==> src/hw/rtl/abrf_pkg.sv <==
// ----------------------------------------------------------------------------
// abrf_pkg
// Types and constants for the alpha blended rectangle fill block.
// ----------------------------------------------------------------------------
package abrf_pkg;

    localparam int DIM_W   = 13;
    localparam int COORD_W = 12;
    localparam int CHAN_W  = 8;
    localparam int COLOR_W = 3 * CHAN_W;
    localparam int CFG_W   = COLOR_W;
    localparam int IDX_W   = 3;
    localparam int GEO_W   = 16;
    localparam int PROD_W  = 2 * CHAN_W;

    localparam logic [DIM_W-1:0]  MAX_DIM  = DIM_W'(4096);
    localparam logic [CHAN_W-1:0] CHAN_MAX = CHAN_W'(255);

    typedef enum logic [IDX_W-1:0] {
        REG_RECT_X        = 3'd0,
        REG_RECT_Y        = 3'd1,
        REG_RECT_LENGTH   = 3'd2,
        REG_RECT_HEIGHT   = 3'd3,
        REG_IMAGE_HEIGHT  = 3'd4,
        REG_OUTLINE_COLOR = 3'd5,
        REG_FILL_COLOR    = 3'd6,
        REG_ALPHA         = 3'd7
    } cfg_index_t;

    typedef enum logic [1:0] {
        REGION_OUTSIDE = 2'd0,
        REGION_OUTLINE = 2'd1,
        REGION_FILL    = 2'd2
    } region_t;

    typedef struct packed {
        logic [COORD_W-1:0] pixel_col;
        logic [COORD_W-1:0] pixel_row;
        logic [CHAN_W-1:0]  old_red;
        logic [CHAN_W-1:0]  old_green;
        logic [CHAN_W-1:0]  old_blue;
    } px_in_t;

    typedef struct packed {
        logic [CHAN_W-1:0] new_red;
        logic [CHAN_W-1:0] new_green;
        logic [CHAN_W-1:0] new_blue;
        region_t           region;
    } px_out_t;

endpackage

==> src/hw/rtl/alpha_blended_rectangle_fill.sv <==
// ----------------------------------------------------------------------------
// alpha_blended_rectangle_fill
// Classifies each pixel against a vertically flipped rectangle and blends
// outline or interior pixels toward their color with a common alpha.
// ----------------------------------------------------------------------------
//
//  channel   ports                              handshake
//  request   start, busy, pixel (px_in_t)       taken when start and not busy
//  result    done, result (px_out_t)            one cycle strobe, no stall
//  config    cfg_wr_en, cfg_index, cfg_data     written when cfg_wr_en high
//
//  one pixel per clock; busy is never raised
//  from the accepting edge to the done strobe a pixel passes through the
//  input register, region/color stage, product stage, divide and result
//  the 8x8 products and the divide by 255 set the stage split
//  reset clears the valid pipeline and loads the register reset values
//
module alpha_blended_rectangle_fill
    import abrf_pkg::*;
(
    input  logic             clk,
    input  logic             rst_n,
    input  logic             start,
    output logic             busy,
    input  px_in_t           pixel,
    output logic             done,
    output px_out_t          result,
    input  logic             cfg_wr_en,
    input  cfg_index_t       cfg_index,
    input  logic [CFG_W-1:0] cfg_data
);

    // configuration registers
    logic signed [DIM_W-1:0] rect_x_reg;
    logic signed [DIM_W-1:0] rect_y_reg;
    logic [DIM_W-1:0]        rect_length_reg;
    logic [DIM_W-1:0]        rect_height_reg;
    logic [DIM_W-1:0]        image_height_reg;
    logic [COLOR_W-1:0]      outline_color_reg;
    logic [COLOR_W-1:0]      fill_color_reg;
    logic [CHAN_W-1:0]       alpha_reg;

    // pipeline
    logic                        s1_valid_reg;
    px_in_t                      s1_pix_reg;
    logic                        s2_valid_reg;
    region_t                     s2_region_reg;
    logic [2:0][CHAN_W-1:0]      s2_color_reg;
    logic [2:0][CHAN_W-1:0]      s2_old_reg;
    logic [CHAN_W-1:0]           s2_alpha_reg;
    logic                        s3_valid_reg;
    region_t                     s3_region_reg;
    logic [2:0][PROD_W-1:0]      s3_old_prod_reg;
    logic [2:0][PROD_W-1:0]      s3_color_prod_reg;
    logic                        done_reg;
    px_out_t                     result_reg;

    region_t                     s2_region_next;
    logic [2:0][CHAN_W-1:0]      s2_color_next;
    logic [2:0][PROD_W-1:0]      s3_old_prod_next;
    logic [2:0][PROD_W-1:0]      s3_color_prod_next;
    logic [2:0][CHAN_W-1:0]      blend_next;

    logic [DIM_W-1:0]        len_sat;
    logic [DIM_W-1:0]        hgt_sat;
    logic signed [GEO_W-1:0] col_s;
    logic signed [GEO_W-1:0] row_s;
    logic signed [GEO_W-1:0] left_s;
    logic signed [GEO_W-1:0] right_s;
    logic signed [GEO_W-1:0] top_s;
    logic signed [GEO_W-1:0] bottom_s;
    logic signed [GEO_W-1:0] len_s;
    logic signed [GEO_W-1:0] hgt_s;
    logic signed [GEO_W-1:0] ih_s;
    logic signed [GEO_W-1:0] y_s;
    logic                    in_rect;
    logic                    on_edge;
    logic [CHAN_W-1:0]       alpha_eff;
    logic [CHAN_W-1:0]       alpha_inv;
    logic [PROD_W-1:0]       sum;
    logic [PROD_W-1:0]       quot;

    assign busy   = 1'b0;
    assign done   = done_reg;
    assign result = result_reg;

    // configuration writes
    always_ff @(posedge clk or negedge rst_n)
    begin
        if (!rst_n)
        begin
            rect_x_reg        <= '0;
            rect_y_reg        <= '0;
            rect_length_reg   <= '0;
            rect_height_reg   <= '0;
            image_height_reg  <= DIM_W'(1);
            outline_color_reg <= '0;
            fill_color_reg    <= '0;
            alpha_reg         <= '0;
        end
        else if (cfg_wr_en)
        begin
            unique case (cfg_index)
                REG_RECT_X:        rect_x_reg        <= cfg_data[DIM_W-1:0];
                REG_RECT_Y:        rect_y_reg        <= cfg_data[DIM_W-1:0];
                REG_RECT_LENGTH:   rect_length_reg   <= cfg_data[DIM_W-1:0];
                REG_RECT_HEIGHT:   rect_height_reg   <= cfg_data[DIM_W-1:0];
                REG_IMAGE_HEIGHT:  image_height_reg  <= cfg_data[DIM_W-1:0];
                REG_OUTLINE_COLOR: outline_color_reg <= cfg_data[COLOR_W-1:0];
                REG_FILL_COLOR:    fill_color_reg    <= cfg_data[COLOR_W-1:0];
                REG_ALPHA:         alpha_reg         <= cfg_data[CHAN_W-1:0];
                default:           alpha_reg         <= alpha_reg;
            endcase
        end
    end

    // region and color select
    always_comb
    begin
        len_sat  = (rect_length_reg > MAX_DIM) ? MAX_DIM : rect_length_reg;
        hgt_sat  = (rect_height_reg > MAX_DIM) ? MAX_DIM : rect_height_reg;
        len_s    = {{(GEO_W-DIM_W){1'b0}}, len_sat};
        hgt_s    = {{(GEO_W-DIM_W){1'b0}}, hgt_sat};
        ih_s     = {{(GEO_W-DIM_W){1'b0}}, image_height_reg};
        y_s      = {{(GEO_W-DIM_W){rect_y_reg[DIM_W-1]}}, rect_y_reg};
        left_s   = {{(GEO_W-DIM_W){rect_x_reg[DIM_W-1]}}, rect_x_reg};
        col_s    = {{(GEO_W-COORD_W){1'b0}}, s1_pix_reg.pixel_col};
        row_s    = {{(GEO_W-COORD_W){1'b0}}, s1_pix_reg.pixel_row};
        right_s  = left_s + len_s - GEO_W'(1);
        top_s    = ih_s - y_s - hgt_s;
        bottom_s = ih_s - y_s - GEO_W'(1);
        in_rect  = (len_sat != '0) && (hgt_sat != '0) &&
                   (col_s >= left_s) && (col_s <= right_s) &&
                   (row_s >= top_s) && (row_s <= bottom_s);
        on_edge  = (col_s == left_s) || (col_s == right_s) ||
                   (row_s == top_s) || (row_s == bottom_s);
        if (!in_rect)
        begin
            s2_region_next = REGION_OUTSIDE;
            s2_color_next  = '0;
        end
        else if (on_edge)
        begin
            s2_region_next = REGION_OUTLINE;
            s2_color_next  = outline_color_reg;
        end
        else
        begin
            s2_region_next = REGION_FILL;
            s2_color_next  = fill_color_reg;
        end
    end

    // products; zero alpha leaves an outside pixel unchanged
    always_comb
    begin
        alpha_eff = (s2_region_reg == REGION_OUTSIDE) ? '0 : s2_alpha_reg;
        alpha_inv = CHAN_MAX - alpha_eff;
        for (int i = 0; i < 3; i++)
        begin
            s3_old_prod_next[i]   = s2_old_reg[i] * alpha_inv;
            s3_color_prod_next[i] = s2_color_reg[i] * alpha_eff;
        end
    end

    // sum and exact divide by 255 for every sum up to 255 * 255
    always_comb
    begin
        sum  = '0;
        quot = '0;
        for (int i = 0; i < 3; i++)
        begin
            sum           = s3_old_prod_reg[i] + s3_color_prod_reg[i];
            quot          = PROD_W'((17'(sum) + 17'd1 + 17'(sum[PROD_W-1:CHAN_W])) >> CHAN_W);
            blend_next[i] = quot[CHAN_W-1:0];
        end
    end

    // valid pipeline
    always_ff @(posedge clk or negedge rst_n)
    begin
        if (!rst_n)
        begin
            s1_valid_reg <= 1'b0;
            s2_valid_reg <= 1'b0;
            s3_valid_reg <= 1'b0;
            done_reg     <= 1'b0;
        end
        else
        begin
            s1_valid_reg <= start && !busy;
            s2_valid_reg <= s1_valid_reg;
            s3_valid_reg <= s2_valid_reg;
            done_reg     <= s3_valid_reg;
        end
    end

    // payload pipeline
    always_ff @(posedge clk)
    begin
        if (start && !busy)
        begin
            s1_pix_reg <= pixel;
        end
        if (s1_valid_reg)
        begin
            s2_region_reg <= s2_region_next;
            s2_color_reg  <= s2_color_next;
            s2_old_reg    <= {s1_pix_reg.old_red, s1_pix_reg.old_green,
                              s1_pix_reg.old_blue};
            s2_alpha_reg  <= alpha_reg;
        end
        if (s2_valid_reg)
        begin
            s3_region_reg     <= s2_region_reg;
            s3_old_prod_reg   <= s3_old_prod_next;
            s3_color_prod_reg <= s3_color_prod_next;
        end
        if (s3_valid_reg)
        begin
            result_reg.new_red   <= blend_next[2];
            result_reg.new_green <= blend_next[1];
            result_reg.new_blue  <= blend_next[0];
            result_reg.region    <= s3_region_reg;
        end
    end

endmodule

==> config.mk <==
export PLATFORM = sky130hd
export DESIGN_NAME = alpha_blended_rectangle_fill
export DESIGN_NICKNAME = d
export VERILOG_FILES = /design/src/hw/rtl/abrf_pkg.sv /design/src/hw/rtl/alpha_blended_rectangle_fill.sv
export SDC_FILE = /design/constraint.sdc
export NUM_CORES = 1
export LEC_CHECK = 0
export BUFFER_PORTS_ARGS = -buffer_cell sky130_fd_sc_hd__buf_2
export CORE_UTILIZATION = 60
export CTS_CLUSTER_DIAMETER = 50
export DETAILED_ROUTE_END_ITERATION = 12
export MAX_ROUTING_LAYER = met4
export PLACE_DENSITY = 0.77
export REMOVE_ABC_BUFFERS = 1
export SYNTH_ARGS = -nofsm -noshare
export SYNTH_HDL_FRONTEND = slang
export SYNTH_SLANG_ARGS = --single-unit
==> constraint.sdc <==
create_clock -name clk -period 6.5 [get_ports clk]
set_input_delay 1.625 -clock clk [delete_from_list [all_inputs] [get_ports clk]]
set_output_delay 1.625 -clock clk [all_outputs]
set_load 0.02 [all_outputs]
; Word level (Yosys, flattened, before mapping)
; Index checks and enable logic that the tools add are counted.
[word_totals]
regBits = 355
word_cells = 99
inputBits = 79
[classes]
n_mul = 6
add_sub_neg = 15
mux = 5
magnitude_cmp = 6
reduce_logical = 20
eq_ne = 11
[ops]
columns = cell, n
row1 = $mul 8x8->16, 6
row2 = $add 16x1->16 const B, 3
row3 = $add 16x16->16, 3
row4 = $add 16x8->16, 3
row5 = $eq 13x16->1, 3
row6 = $le 13x16->1, 2
row7 = $sub 15x2->16 const B, 2
row8 = $gt 13x13->1 const B, 2
row9 = $mux 13, 2
row10 = $reduce_bool 13->1, 2
row11 = $mux 24, 1
row12 = $ge 13x16->1, 1
row13 = $reduce_and 2->1, 8
row14 = $sub 15x14->16, 1
row15 = $add 13x14->15, 1
row16 = $sub 14x13->15, 1
row17 = $eq 13x13->1, 1
row18 = $ge 13x13->1, 1
row19 = $eq 3x3->1 const B, 4
row20 = $mux 8, 1
row21 = $sub 8x8->8 const A, 1
row22 = $eq 3x2->1 const B, 2
row23 = $logic_and 1x1->1, 5
row24 = $eq 3x1->1 const B, 1
row25 = 4 further kinds, 6

; Longest topological paths before layout
; Gate-level depths: netlist (run 1).
[depth]
word_depth = 9
ltp_mapped = 28
mapped_depth_nobuf = 26

; Least setup slack after synthesis (run 1)
; OpenSTA, ideal clock, no wires.
[synth_timing]
path_kind = register -> register
from = register image_height_reg[0]
to = register s2_color_reg[0] (netlist bit), data pin
arrival_time_ps = 5254
period_less_slack_ps = 5512
stages_incl_launch_ff = 28
t_required_ps = 6242
path_slack_ps = 988
path_cell_list = dfstp_2 > inv_1 > ha_1 > fa_1 > nor2b_1 > o2111a_1 > nor3_1 > xnor2_1 > ha_1 > or4_1 > o2111ai_1 > a21oi_1 > o22a_1 > a21oi_1 > xor2_1 > ha_1 > nand4_1 > nor2_1 > a211o_1 > or3_1 > o22ai_1 > nand3b_1 > o211a_1 > nor4_4 > buf_6 > buf_6 > nand3_1 > mux2i_1
[synth_between]
elab_chain_len = 6
[synth_rtl]
columns = item, line_no
row1 = "start, declared", alpha_blended_rectangle_fill.sv:38  ; logic [DIM_W-1:0] image_height_reg;
row2 = "start signal, assigned", alpha_blended_rectangle_fill.sv:108  ; REG_IMAGE_HEIGHT: image_height_reg <= cfg_data[DIM_W-1:0];
row3 = $sub 14x13->15 (*), "alpha_blended_rectangle_fill.sv:130, alpha_blended_rectangle_fill.sv:131"
row4 = "parallel branches: the longest is 5 deep, another holds $sub 15x14->16", --
row5 = "end signal, assigned", alpha_blended_rectangle_fill.sv:208  ; s2_color_reg <= s2_color_next;
row6 = "end, declared", alpha_blended_rectangle_fill.sv:48  ; logic [2:0][CHAN_W-1:0] s2_color_reg;
; Mark *: on every way between the ends.
; A chain may end at the register's enable or synchronous reset.

; Worst setup path in the final report (run 1)
[layout_timing]
from = register image_height_reg[0]
to = register s2_color_reg[10] (netlist bit), data pin
; Same word-level chain as after synthesis.

==> impl_metrics.py, run 1 <==
metrics = {
    "clock_network": {
        "numCtsBuffers": 50,
        "cts_hold_repair.buffers": 0,
        "worst_skew_pair_later_pin_latency_ns": 0.59,
        "tritoncts_clock_tree": "done",
        "ctsHtreeMaxLevel": 2,
        "cts_root_buffer": "clkbuf_16",
        "cts_buffer_depth": 3,
        "cts.sinks": 355,
        "worst_setup_hold_path_clk_slew_ns": 0.06,
    },
    "sta": {
        "max_freq_ghz": 0.1667,
        "finalSetupViolations": 0,
        "timing.final.max_slew_violations": 0,
        "tcrit_tclk_final": 0.9227,
        "worst_slew_margin_rel": 0.2193,
        "final_hold_viol_count": 0,
        "skew_ns": 0.01152,
        "min_period_ns": 5.998,
        "worst_slew_pin_slew_ns": 1.165,
        "fin_tns_setup_ns": 0,
        "rsz0062_at_grt": "no",
    },
    "layout": {
        "layout.cells.most_common_list": "inv_1, ha_1, nand2_1, edfxtp_1, fa_1",
        "layoutNonFillerInstCount": 3808,
        "final_common_cell": "inv_1",
        "layout.nets": 3779,
        "drive_gt1_frac": 0.1104,
        "area.growth.synth_to_final_pct": 9.728,
    },
    "synth": {
        "synth_top_area_share": 0.2231,
        "netlist_area_um2": 30960,
        "synth-warning-count": 0,
        "synth_top_cell_by_area": "edfxtp_1",
        "synth.avg_cell_area_um2": 10.33,
        "post_synth_inst_count": 2997,
        "ys_async_sr_fraction": 0.3521,
        "ys.flop_type": "edfxtp_1",
        "synth-edff-count": 230,
        "synth_sequential_area_ratio": 0.3242,
        "synth-seq-cells": 355,
        "netlist_top_cells_area": "edfxtp_1, ha_1, fa_1",
        "library_cells_used_by_synthesis": 85,
    },
    "power": {
        "power_per_cell_area_nw_per_um2": 553.4,
        "power_leakage_nw": 16.18,
        "ir_drop_mv": 0.3653,
    },
    "route": {
        "post_drt_wl_per_cell_um": 18.41,
        "first_pass_iteration_count_of_the_detailed_router": 5,
        "detail_routed_via_count_per_cell": 5.847,
        "detailroute.via_count": 22270,
        "antenna_violation_net_count_after_detailed_routing": 0,
        "postRouteWirelength_um": 70100,
        "drc_marker_count_from_the_first_detailed_route_iteration": 1305,
        "drc_errors": 0,
    },
    "placement": {
        "dp.cells": 3715,
        "count_of_input_and_output_buffers": 105,
        "post-dp-hpwl_um": 52370,
        "final_replace_weighted_congestion": 0.9483,
    },
    "outcome": {
        "status": "finished, final reports clean",
    },
    "critical_path": {
        "worstSetupPathType": "flip-flop to flip-flop",
        "timing.critical_path.slowest_cell_delay_ns": 0.55,
        "critPathRequiredTime_ns": 6.82,
        "path_max_fanout": 49,
        "endpoint_kind": "flip-flop",
        "worst-r2r-cell-count": 26,
        "critical_path_arrival_ns": 6.32,
        "setup_crit_start_kind": "flip-flop",
        "cp_slowest_cell": "or4_1",
    },
    "worst_hold_path": {
        "worstHoldPathType": "flip-flop to flip-flop",
        "whs_path_depth": 0,
    },
    "floorplanning": {
        "fp.dieH_um": 229.2,
        "placement_rows": 82,
        "design.die.area_um2": 52510,
        "core-area_um2": 50480,
        "num_io_pins": 107,
        "die_w_um": 229.2,
        "floorplan.initialDensity": 0.6133,
    },
    "grt": {
        "first_global_vias": 23210,
        "global_route_wire_length_before_repair_um": 115700,
        "grt_max_degree": 72,
        "grt_overflow": 0,
        "antenna_found_initial": 1,
        "grt_usage": 0.2834,
    },
    "run": {
        "maxCapViolations": 0,
    },
}
## logic make-up after synthesis
family | share of synthesized area
AO/OA/AOI/OAI | 0.08855
XOR/XNOR | 0.04046
adder cells (fa/ha/maj) | 0.2986
buffers and inverters | 0.05957
flip-flops | 0.3242
multiplexers | 0.04159
other | 0.0001211
AND/OR/NAND/NOR | 0.1470
## timing repair
action | 4_1_cts | 5_1_grt
endpoints found under the setup margin | 0 | 26
resized for setup | 0 | 3
buffers inserted | 0 | 0
## power breakdown
group / leakage [nW] / internal [W] / switching [W]
sequential: 3.78 / 0.00350 / 0.000402
combinational: 11.6 / 0.00521 / 0.00686
clock: 0.834 / 0.00171 / 0.00112
total: 16.2 / 0.0104 / 0.00838
## area by class of cell
class	instances	area (µm²)
repair buffers	137	784.5
clock inverters	38	454.2
clock buffers	54	1287
fillers	3847	16510
multi-input cells	2166	19110
diodes	1	2.502
inverters	385	1445
flip-flops and latches	355	10040
well taps	672	840.8
## per-layer routing
metal / part of all wire / wire [µm] / track usage / vias to the layer above
met5: 0 / 0 / - / -
met4: 0.042 / 2920 / 0.1217 / 0
met3: 0.049 / 3446 / 0.03175 / 175
met2: 0.49 / 34210 / 0.4765 / 637
met1: 0.42 / 29520 / 0.3465 / 10960
li1: - / - / - / 10490
## per-stage QoR
step	hold slack, ns	utilization	setup WS [ns]	cell area (µm²)	total power [W]
global route	0.4269	0.6730	0.04069	33970	0.02067
floorplan	0.4003	-	0.2448	30560	0.01297
global placement	0.4036	0.6382	0.5608	32210	0.01546
detailed placement	0.4045	0.6382	0.4143	32210	0.01585
finish	0.4185	0.6730	0.5024	33970	0.01880
CTS	0.4189	0.6727	0.3676	33960	0.01883
## synth_stat cells (19+ instances only)
master,instances
mux2_2,93
nand4_1,19
edfxtp_1,230
nand3_1,71
a21o_1,38
a21oi_1,90
nand2b_1,32
nor2b_1,33
or3_1,19
fa_1,223
dfrtp_1,124
a21boi_0,25
mux2i_1,24
o21a_1,28
xor2_1,42
o21ai_0,105
inv_1,385
nor2_1,104
clkbuf_1,73
and2_1,118
xnor2_1,101
ha_1,382
nand2_1,275
nor3_1,41
and3_1,122
## final timing paths
path,end,start,slack [ns]
worst max register to register,s2_color_reg[10],image_height_reg[0],0.50
worst min-delay path,s2_old_reg[6],s1_pix_reg[6],0.42
worst min register to register,s2_old_reg[6],s1_pix_reg[6],0.42
worst max-delay path,s2_color_reg[10],image_height_reg[0],0.50
max in group asynchronous,fill_color_reg[19],rst_n,4.27
min in group asynchronous,image_height_reg[1],rst_n,1.10
## worst max-delay path: cells and delay by family (launching register included)
kind	cells	cell delay [ns]
AOI/OAI and AO/OA	8	1.67
xor gates and xnor gates	2	0.42
adders and majority gates	4	1.16
buffers and inverters	2	0.24
DFF	1	0.51
muxes	1	0.08
and+or+nand+nor	9	1.61
No activity file was read; power rests on OpenSTA's default activity.
==> run 2, diff against run 1 <==
Settings changed: CTS_BUF_LIST set to sky130_fd_sc_hd__clkbuf_8, SLEW_MARGIN set to 20.
==> run 2 against run 1 <==
- combinational power about the same
- non-clock buffer count unchanged
- sequential cell count unchanged
- hold slack got worse by 0.0020 ns
- maximum frequency increased by 0.18%
- cell count increased by 1.0%
- sequential power about the same
- core utilization decreased by 0.63 points
- critical path type unchanged
- largest cell class unchanged
==> impl_metrics.py, run 2 (synthesized netlist as in run 1, its figures left out) <==
metrics = {
    "outcome": {
        "status": "finished, final reports clean",
    },
    "clock_network": {
        "ctsHtreeMaxLevel": 3,
        "cts_root_buffer": "clkbuf_8",
        "cts.sinks": 355,
        "tritoncts_clock_tree": "done",
        "worst_setup_hold_path_clk_slew_ns": 0.06,
        "cts_buffer_depth": 3,
        "cts_setup_buffers": 0,
        "worst_skew_pair_later_pin_latency_ns": 0.67,
        "numCtsBuffers": 71,
    },
    "floorplanning": {
        "num_io_pins": 107,
        "die_w_um": 229.2,
        "fp.dieH_um": 229.2,
        "design.die.area_um2": 52510,
        "core-area_um2": 50480,
        "floorplan.initialDensity": 0.6133,
        "placement_rows": 82,
    },
    "sta": {
        "finalSetupViolations": 0,
        "min_period_ns": 5.987,
        "max_freq_ghz": 0.1670,
        "worst_slew_pin_slew_ns": 0.9982,
        "skew_ns": 0.03235,
        "fin_tns_setup_ns": 0,
        "rsz0062_at_grt": "no",
        "timing.final.max_slew_violations": 0,
        "final_hold_viol_count": 0,
        "worst_slew_margin_rel": 0.3316,
        "tcrit_tclk_final": 0.9211,
        "hold-worst-slack_ns": 0.4165,
    },
    "route": {
        "postRouteWirelength_um": 69760,
        "drc_marker_count_from_the_first_detailed_route_iteration": 1241,
        "drc_errors": 0,
        "detail_routed_via_count_per_cell": 5.800,
        "antenna_violation_net_count_after_detailed_routing": 0,
        "first_pass_iteration_count_of_the_detailed_router": 5,
        "detailroute.via_count": 22310,
        "post_drt_wl_per_cell_um": 18.13,
    },
    "grt": {
        "grt_overflow": 0,
        "antenna_found_initial": 1,
        "grt_usage": 0.2844,
        "global_route_wire_length_before_repair_um": 115800,
        "grt_max_degree": 72,
        "first_global_vias": 23410,
    },
    "layout": {
        "final_common_cell": "inv_1",
        "area.growth.synth_to_final_pct": 8.702,
        "multi_input_area_um2": 19120,
        "regArea_um2": 10040,
        "fill_cells": 3911,
        "layoutNonFillerInstCount": 3847,
        "drive_gt1_frac": 0.1153,
        "layout.cells.most_common_list": "inv_1, ha_1, nand2_1, edfxtp_1, fa_1",
        "layout.nets": 3800,
    },
    "power": {
        "power_per_cell_area_nw_per_um2": 541.9,
        "intPower_w": 0.009948,
        "ir_drop_mv": 0.3838,
        "netSwitchingFraction": 0.4545,
        "power.share.clock": 0.126,
        "combPwrFrac": 0.660,
        "power_leakage_nw": 16.14,
        "p_seq_frac": 0.214,
        "power.switching_w": 0.008287,
    },
    "placement": {
        "final_replace_weighted_congestion": 0.9483,
        "post-dp-hpwl_um": 52370,
        "dp.cells": 3715,
        "count_of_input_and_output_buffers": 105,
    },
    "critical_path": {
        "endpoint_kind": "flip-flop",
        "critical_path_arrival_ns": 6.36,
        "path_max_fanout": 49,
        "worstSetupPathType": "flip-flop to flip-flop",
        "setup_crit_start_kind": "flip-flop",
        "critPathRequiredTime_ns": 6.88,
        "worst-r2r-cell-count": 26,
    },
    "run": {
        "maxCapViolations": 0,
    },
    "worst_hold_path": {
        "whs_path_depth": 0,
        "worstHoldPathType": "flip-flop to flip-flop",
    },
}
## run 2: cell count changes in the layout (fill, tap and decap cells not counted), sizes merged
cell / before / now
clkinvlp: 6 / 8
clkinv: 13 / 20
bufinv: 6 / 4
inv: 398 / 410
clkbuf: 54 / 74
## run 2: routing by layer
metal	part of all wire	up-vias	global-route usage
met1	0.42	10950	0.3392
met2	0.49	643	0.4756
met5	0	-	-
li1	-	10540	-
met4	0.042	0	0.1227
met3	0.054	188	0.04768
## run 2: final timing paths
check / startpoint / to / slack (ns)
max in group asynchronous: rst_n / fill_color_reg[23] / 4.35
setup / recovery: image_height_reg[0] / s2_color_reg[22] / 0.51
hold reg to reg: s1_pix_reg[19] / s2_old_reg[19] / 0.42
setup reg to reg: image_height_reg[0] / s2_color_reg[22] / 0.51
min in group asynchronous: rst_n / image_height_reg[1] / 1.02
hold / removal: s1_pix_reg[19] / s2_old_reg[19] / 0.42
## run 2: power by group through the flow
stage               clock [W]  combinational (W)  sequential [W]
global route          0.00245             0.0137         0.00396
CTS                   0.00235             0.0120         0.00390
detailed placement          0             0.0119         0.00393
finish                0.00229             0.0120         0.00390
floorplan                   0            0.00910         0.00386
global placement            0             0.0115         0.00392
## run 2: cell type report
| cell class | instances | share of cell area |
|---|---|---|
| inverters | 385 | 0.04294 |
| well taps | 672 | 0.02499 |
| clock inverters | 57 | 0.01186 |
| multi-input cells | 2166 | 0.5682 |
| clock buffers | 74 | 0.03026 |
| diodes | 1 | 0.00007436 |
| flip-flops and latches | 355 | 0.2984 |
| repair buffers | 137 | 0.02331 |
## run 2: stage by stage
step | setup WS, ns | total power [W] | cell area, µm² | utilization
2_1_floorplan | 0.2448 | 0.01297 | 30560 | -
3_3_place_gp | 0.5608 | 0.01546 | 32210 | 0.6382
5_1_grt | 0.05089 | 0.02014 | 33650 | 0.6667
4_1_cts | 0.3793 | 0.01828 | 33630 | 0.6662
6_report | 0.5131 | 0.01824 | 33650 | 0.6667
3_5_place_dp | 0.4143 | 0.01585 | 32210 | 0.6382
## run 2: timing repair
action | 4_1_cts | 5_1_grt
endpoints found under the setup margin | 0 | 26
hold buffers | 0 | 0
resized for setup | 0 | 3
## run 2: worst max-delay path, cell delays in order, from the launching register on
cell and delay, ns:
dfstp_2 0.51, inv_1 0.05, ha_1 0.20, fa_1 0.42
nor2b_1 0.18, o2111a_1 0.24, nor3_1 0.07, xnor2_1 0.23
ha_2 0.27, or4_1 0.55, o2111ai_1 0.25, a21oi_1 0.16
o22a_1 0.22, a21oi_1 0.14, xor2_1 0.18, ha_1 0.27
nand4_1 0.12, nor2_1 0.05, a211o_1 0.29, or3_1 0.32
o22ai_2 0.17, nand3b_1 0.14, o211a_1 0.20, nor4_4 0.06
buf_12 0.19, nand3_1 0.10, mux2i_1 0.08
